===== src/rtl/imu_dfr_pkg.sv =====
// Shared constants, state encoding and control structs of the IMU frame deframer.
// No dependencies.
`default_nettype none

package imu_dfr_pkg;

    localparam int SYNC_LENGTH  = 4;
    localparam int SYNC_RUN_W   = 3;
    localparam int IDX_W        = 6;
    localparam int CHECK_POS    = 33;
    localparam int FIRST_SAMPLE = 9;
    localparam int CHANNELS     = 12;
    localparam int CH_W         = 4;
    localparam int FIRST_WORD   = (FIRST_SAMPLE + 1) / 2;
    localparam int POS_ID       = 0;
    localparam int POS_TIMER_HI = 3;
    localparam int POS_TIMER_LO = 4;

    localparam logic [7:0]            SYNC_BYTE    = 8'hFF;
    localparam logic [7:0]            SUM_SEED     = 8'((SYNC_LENGTH * 255) % 256);
    localparam logic [SYNC_RUN_W-1:0] SYNC_RUN_MAX = {SYNC_RUN_W{1'b1}};

    typedef enum logic [1:0] {
        ST_HUNT,
        ST_CAPTURE,
        ST_READ,
        ST_SHOW
    } dfr_state_t;

    typedef struct packed {
        logic take_byte;
        logic hunting;
        logic rd_en;
        logic chan_inc;
    } dp_cmd_t;

    typedef struct packed {
        logic sync_hit;
        logic frame_end;
        logic last_chan;
    } dp_status_t;

endpackage

`default_nettype wire


===== src/rtl/imu_dfr_datapath.sv =====
// Datapath: sync counter, byte index, checksum, header registers and sample memory.
// Depends on imu_dfr_pkg.
`default_nettype none

module imu_dfr_datapath
    import imu_dfr_pkg::*;
(
    input  wire logic               clk,
    input  wire logic               rst_n,
    input  wire logic [7:0]         rx_byte,
    input  wire dp_cmd_t            cmd,
    output dp_status_t              status,
    output logic [7:0]              message_id,
    output logic [15:0]             sample_timer,
    output logic [CH_W-1:0]         channel,
    output logic signed [15:0]      sample_value,
    output logic                    checksum_ok,
    output logic                    last
);

    logic [SYNC_RUN_W-1:0] sync_run_reg, sync_run_next, sync_run_inc;
    logic [IDX_W-1:0]      idx_reg, idx_next;
    logic [7:0]            sum_reg, sum_next;
    logic [CH_W-1:0]       chan_reg, chan_next;

    logic [7:0]            id_reg;
    logic [15:0]           timer_reg;
    logic [7:0]            hi_reg;
    logic                  ok_reg;
    logic [15:0]           rd_reg;
    logic [15:0]           mem [CHANNELS];

    logic                  capture_byte;
    logic                  in_samples;
    logic                  wr_en;
    logic [CH_W-1:0]       wr_addr;

    assign sync_run_inc = (sync_run_reg == SYNC_RUN_MAX) ? SYNC_RUN_MAX
                                                         : sync_run_reg + 1'b1;

    assign status.sync_hit  = (rx_byte == SYNC_BYTE)
                           && (sync_run_inc >= SYNC_RUN_W'(SYNC_LENGTH));
    assign status.frame_end = (idx_reg == IDX_W'(CHECK_POS));
    assign status.last_chan = (chan_reg == CH_W'(CHANNELS - 1));

    assign capture_byte = cmd.take_byte && !cmd.hunting;
    assign in_samples   = idx_reg inside {[FIRST_SAMPLE:CHECK_POS-1]};
    assign wr_en        = capture_byte && in_samples && !idx_reg[0];
    assign wr_addr      = CH_W'(idx_reg[IDX_W-1:1] - (IDX_W-1)'(FIRST_WORD));

    always_comb
    begin
        sync_run_next = sync_run_reg;
        idx_next      = idx_reg;
        sum_next      = sum_reg;
        chan_next     = chan_reg;
        if (cmd.take_byte && cmd.hunting)
        begin
            if (rx_byte != SYNC_BYTE)
                sync_run_next = '0;
            else if (status.sync_hit)
            begin
                sync_run_next = '0;
                idx_next      = '0;
                sum_next      = SUM_SEED;
            end
            else
                sync_run_next = sync_run_inc;
        end
        else if (capture_byte)
        begin
            if (status.frame_end)
            begin
                idx_next  = '0;
                sum_next  = SUM_SEED;
                chan_next = '0;
            end
            else
            begin
                idx_next = idx_reg + 1'b1;
                sum_next = sum_reg + rx_byte;
            end
        end
        if (cmd.chan_inc)
            chan_next = chan_reg + 1'b1;
    end

    always_ff @(posedge clk or negedge rst_n)
    begin
        if (!rst_n)
        begin
            sync_run_reg <= '0;
            idx_reg      <= '0;
            sum_reg      <= SUM_SEED;
            chan_reg     <= '0;
        end
        else
        begin
            sync_run_reg <= sync_run_next;
            idx_reg      <= idx_next;
            sum_reg      <= sum_next;
            chan_reg     <= chan_next;
        end
    end

    always_ff @(posedge clk)
    begin
        if (capture_byte)
        begin
            if (idx_reg == IDX_W'(POS_ID))
                id_reg <= rx_byte;
            if (idx_reg == IDX_W'(POS_TIMER_HI))
                timer_reg[15:8] <= rx_byte;
            if (idx_reg == IDX_W'(POS_TIMER_LO))
                timer_reg[7:0] <= rx_byte;
            if (in_samples && idx_reg[0])
                hi_reg <= rx_byte;
            if (status.frame_end)
                ok_reg <= (rx_byte == sum_reg);
        end
    end

    always_ff @(posedge clk)
    begin
        if (wr_en)
            mem[wr_addr] <= {hi_reg, rx_byte};
        if (cmd.rd_en)
            rd_reg <= mem[chan_reg];
    end

    assign message_id   = id_reg;
    assign sample_timer = timer_reg;
    assign channel      = chan_reg;
    assign sample_value = rd_reg;
    assign checksum_ok  = ok_reg;
    assign last         = status.last_chan;

endmodule

`default_nettype wire


===== src/rtl/imu_dfr_ctrl.sv =====
// Controller: hunt / capture / result sequencing and handshakes.
// Depends on imu_dfr_pkg.
`default_nettype none

module imu_dfr_ctrl
    import imu_dfr_pkg::*;
(
    input  wire logic       clk,
    input  wire logic       rst_n,
    input  wire logic       in_valid,
    output logic            in_ready,
    output logic            out_valid,
    input  wire logic       out_ready,
    input  wire dp_status_t status,
    output dp_cmd_t         cmd
);

    dfr_state_t state_reg, state_next;

    always_comb
    begin
        state_next = state_reg;
        case (state_reg)
            ST_HUNT:
                if (cmd.take_byte && status.sync_hit)
                    state_next = ST_CAPTURE;
            ST_CAPTURE:
                if (cmd.take_byte && status.frame_end)
                    state_next = ST_READ;
            ST_READ:
                state_next = ST_SHOW;
            ST_SHOW:
                if (out_ready)
                    state_next = status.last_chan ? ST_HUNT : ST_READ;
            default:
                state_next = ST_HUNT;
        endcase
    end

    always_comb
    begin
        in_ready      = (state_reg == ST_HUNT) || (state_reg == ST_CAPTURE);
        out_valid     = (state_reg == ST_SHOW);
        cmd.take_byte = in_valid && in_ready;
        cmd.hunting   = (state_reg == ST_HUNT);
        cmd.rd_en     = (state_reg == ST_READ);
        cmd.chan_inc  = out_valid && out_ready && !status.last_chan;
    end

    always_ff @(posedge clk or negedge rst_n)
    begin
        if (!rst_n)
            state_reg <= ST_HUNT;
        else
            state_reg <= state_next;
    end

endmodule

`default_nettype wire


===== src/rtl/imu_frame_deframer_unit.sv =====
// Top level of the IMU frame deframer: controller plus datapath.
// Depends on imu_dfr_pkg, imu_dfr_ctrl, imu_dfr_datapath.
//
//   channel   handshake              payload
//   input     in_valid / in_ready    rx_byte
//   output    out_valid / out_ready  message_id, sample_timer, channel,
//                                    sample_value, checksum_ok, last
//
// In hunting and capturing, in_ready is high and a byte is taken whenever in_valid is high.
// The final frame byte starts 12 results, each a sample memory read, then
// present, so input is held off until the last result is taken.
// Reset is asynchronous and returns the block to sync hunting.
`default_nettype none

module imu_frame_deframer_unit
    import imu_dfr_pkg::*;
(
    input  wire logic               clk,
    input  wire logic               rst_n,
    input  wire logic               in_valid,
    output logic                    in_ready,
    input  wire logic [7:0]         rx_byte,
    output logic                    out_valid,
    input  wire logic               out_ready,
    output logic [7:0]              message_id,
    output logic [15:0]             sample_timer,
    output logic [3:0]              channel,
    output logic signed [15:0]      sample_value,
    output logic                    checksum_ok,
    output logic                    last
);

    dp_cmd_t    cmd;
    dp_status_t status;

    imu_dfr_ctrl u_ctrl (
        .clk       (clk),
        .rst_n     (rst_n),
        .in_valid  (in_valid),
        .in_ready  (in_ready),
        .out_valid (out_valid),
        .out_ready (out_ready),
        .status    (status),
        .cmd       (cmd)
    );

    imu_dfr_datapath u_datapath (
        .clk          (clk),
        .rst_n        (rst_n),
        .rx_byte      (rx_byte),
        .cmd          (cmd),
        .status       (status),
        .message_id   (message_id),
        .sample_timer (sample_timer),
        .channel      (channel),
        .sample_value (sample_value),
        .checksum_ok  (checksum_ok),
        .last         (last)
    );

endmodule

`default_nettype wire


===== config.mk =====
export PLATFORM = sky130hd
export DESIGN_NAME = imu_frame_deframer_unit
export DESIGN_NICKNAME = d
export VERILOG_FILES = /design/src/rtl/imu_dfr_pkg.sv /design/src/rtl/imu_dfr_datapath.sv /design/src/rtl/imu_dfr_ctrl.sv /design/src/rtl/imu_frame_deframer_unit.sv
export SDC_FILE = /design/constraint.sdc
export NUM_CORES = 1
export LEC_CHECK = 0
export BUFFER_PORTS_ARGS = -buffer_cell sky130_fd_sc_hd__buf_2
export CAP_MARGIN = 10
export CORE_ASPECT_RATIO = 0.6
export CORE_MARGIN = 3
export CORE_UTILIZATION = 54
export DETAILED_ROUTE_END_ITERATION = 6
export GPL_TIMING_DRIVEN = 0
export HOLD_SLACK_MARGIN = 0.08
export PLACE_DENSITY = 0.75
export SLEW_MARGIN = 20
export SYNTH_ARGS = -nofsm -noshare
export SYNTH_HDL_FRONTEND = slang
export SYNTH_SLANG_ARGS = --single-unit

===== constraint.sdc =====
create_clock -name clk -period 2.5 [get_ports clk]
set_input_delay 0.625 -clock clk [delete_from_list [all_inputs] [get_ports clk]]
set_output_delay 0.625 -clock clk [all_outputs]
set_load 0.005 [all_outputs]

==> results.yml <==
run_status:
  outcome: "finished, final reports clean"
cells_and_area:
  drive_above_1_share: 0.3221
  top_register: "u_datapath.mem"
  largest_register_ffs: 192
  fin_nets: 689
  seqCellArea_um2: 7821
  insertedDiodeCount: 0
  nFillCells: 1223
  multiInputGateArea_um2: 2536
  syn_to_final_growth_pct: 17.15
power:
  p_leak_nw: 4.116
  power_w: 0.01237
  power.density_nw_per_um2: 1015
  ir_drop_mv: 0.5303
detailed_routing:
  vias_per_cell: 6.075
  drc: 0
  drtAntennaViolNets: 0
  drtIter0Drc: 753
  wire_per_inst_um: 24.37
  first_pass_iters: 5
  vias: 5589
  routed_wl_mm: 22.42
global_routing:
  grt_overflow: 0
  antenna_found_initial: 1
  grt_use_total: 0.2228
  grt_max_degree: 24
  grt_pass1_wl_mm: 34.37
  grt_pass1_vias: 5536
worst_setup_path:
  cp_max_fo: 10
  cp.required_ns: 2.71
  critPathCaptureType: "flip-flop"
  arrival_ns: 2.71
  start_kind: "flip-flop"
  crit_type: "reg -> reg"
logic_synthesis:
  yosysTopAreaCell: "edfxtp_1"
  syn-num-nets: 579
  synth_area_per_cell_um2: 18.82
  synthDistinctLibCells: 50
  yosys_warnings: 0
  yosys-top-cells-count: "edfxtp_1, mux4_2, nand2_1"
  synth_seq_cells: 264
  yosysMostFrequentCell: "edfxtp_1"
  syn-cell-area_um2: 10400
  dominantRegCellSynth: "edfxtp_1"
  synth-edff-count: 241
  synth_top_area_frac: 0.6955
  syn_inst: 553
  ys_seq_area_frac: 0.7516
  async_reset_ff_frac: 0.08712
  synthTopCellsByArea: "edfxtp_1, mux4_2, dfrtp_1"
floorplanning:
  dieArea_um2: 21020
  ioPinCount: 60
  initial_core_util: 0.5626
  core_um2: 18500
  rows: 38
  die_w_um: 185.2
  die_h_um: 113.5
job:
  maxCapViolations: 0
sta:
  slew_headroom: 0.4446
  period_needed_ns: 2.495
  finalHoldViolCount: 0
  max_freq_mhz: 400.8
  worst_slack_ns: 0.004696
  slew_viol_final: 0
  finalCritPeriodShare: 0.9981
  fin_skew_ns: 0.01882
  tightest_slew_ns: 0.8301
  setup_violations: 0
  fin_tns_setup_ns: 0
clock_tree:
  clkSlewWorstSetupHoldPaths_ns: 0.07
  clock-root-buffer: "clkbuf_16"
  clock_latency_ns: 0.52
  cts_tree: "built"
  cts.sinks: 264
  cts_hold_buf: 0
  cts_max_level: 1
  cts.path.max_buffers: 3
  cts_made_buffers: 24
place:
  numPortBuffers: 59
  dp_hpwl_mm: 15.03
  preCtsSetupSlack_ns: -0.7370
  gp_congestion: 0.8694
min_path:
  hold_class: "in -> async"
## power by group
part           switching, W  internal, W  total (W)
Combinational       0.00179      0.00135    0.00314
Clock               0.00150      0.00219    0.00369
Sequential         0.000233      0.00531    0.00554
Total               0.00353      0.00885     0.0124
## placed cells by master (no fill, tap or decap), types with 3 or more instances in the layout
cell type  netlist  final
nor3_2           3      5
clkinv_1         0      6
buf_4            1     15
nand4_1          3      3
buf_6            1      5
and2_1           3      3
mux2i_1         16     11
buf_8            0      6
mux2i_2          0      5
inv_1            7      6
a21oi_1         15     15
dfrtp_1         17     16
clkbuf_16        0     26
bufinv_16        0      3
nand2_1         32     32
nor2_2           1      6
xnor2_1          3      3
nor2_1          31     25
edfxtp_1       241    241
ha_1            13     12
mux4_2          48     48
nand3_1         10     10
nand4b_1         3      3
a22o_1           4      4
nor3_4           0      3
dfstp_2          6      6
clkbuf_2         0      4
buf_2           10     66
clkbuf_1        12     12
xor2_1           8      8
o21ai_0         25     25
clkinv_2         0      3
clkbuf_4         0      3
o31ai_1          3      3
## per-stage QoR
| step | cell area, um2 | std cells | hold slack (ns) | util |
|---|---|---|---|---|
| 4_1_cts | 12070 | 915 | 0.09562 | 0.6526 |
| 6_report | 12190 | 920 | 0.09247 | 0.6590 |
| 3_5_place_dp | 11220 | 867 | 0.4791 | 0.6068 |
| 3_3_place_gp | 11000 | 852 | 0.4687 | 0.5948 |
| 5_1_grt | 12190 | 920 | 0.1115 | 0.6590 |
| 2_1_floorplan | 10410 | 553 | 0.3294 | - |
## critical path: stages, from the launching register on
cell and delay, ns:
dfrtp_1 0.40, buf_6 0.17, inv_4 0.11, ha_4 0.16
nor2_1 0.05, nand2_1 0.08, a21boi_1 0.11, or4_4 0.56
buf_12 0.16, nor3_4 0.17, buf_4 0.23
## what timing repair did
action                                  in CTS  in global routing
resized for setup                            7                 18
pin swaps                                    4                  2
gates cloned                                 0                  1
endpoints found under the setup margin     105                 65
buffers inserted                             5                  4
## final timing paths
check	startpoint	cells after the start	to	slack, ns
max	u_datapath.idx_reg[1]$_DFFE_PN0P_	10	u_datapath.mem[0][11]$_DFFE_PP_	0.005
min	rst_n	1	u_datapath.idx_reg[1]$_DFFE_PN0P_	0.09
max reg2reg	u_datapath.idx_reg[1]$_DFFE_PN0P_	10	u_datapath.mem[0][11]$_DFFE_PP_	0.005
min reg2reg	u_datapath.sync_run_reg[2]$_DFFE_PN0N_	1	u_datapath.sync_run_reg[2]$_DFFE_PN0N_	0.49
max in group asynchronous	rst_n	1	u_datapath.idx_reg[0]$_DFFE_PN0P_	2.00
min in group clk	out_ready	4	u_ctrl.state_reg[1]$_DFFE_PN0P_	0.44
## metal layers
layer  wire, um  vias up  GRT usage
met5          0        -          0
met4        359        0    0.04396
met3       2297       32    0.05927
met2       9448      271     0.3125
met1      10310     2872     0.3590
li1           -     2414          -
## kinds of logic (layout without fill, tap and decap cells)
kind of cell | after synthesis | in the layout | synth area share
mux | 64 | 64 | 0.1193
compound gates | 58 | 58 | 0.03355
simple gates | 110 | 110 | 0.05496
fa+ha+maj | 14 | 14 | 0.01756
xor+xnor | 11 | 11 | 0.009260
buf+inv | 32 | 159 | 0.01383
flops | 264 | 264 | 0.7516
## final cells by class
| class | instances | share of cell area |
|---|---|---|
| Buffer | 25 | 0.01129 |
| Clock buffer | 31 | 0.05481 |
| Sequential cell | 264 | 0.6417 |
| Inverter | 7 | 0.002361 |
| Multi-Input combinational cell | 257 | 0.2081 |
| Tap cell | 240 | 0.02464 |
| Timing Repair Buffer | 84 | 0.04670 |
| Clock inverter | 12 | 0.01047 |
Note: power is estimated with default switching activity, not from simulation.
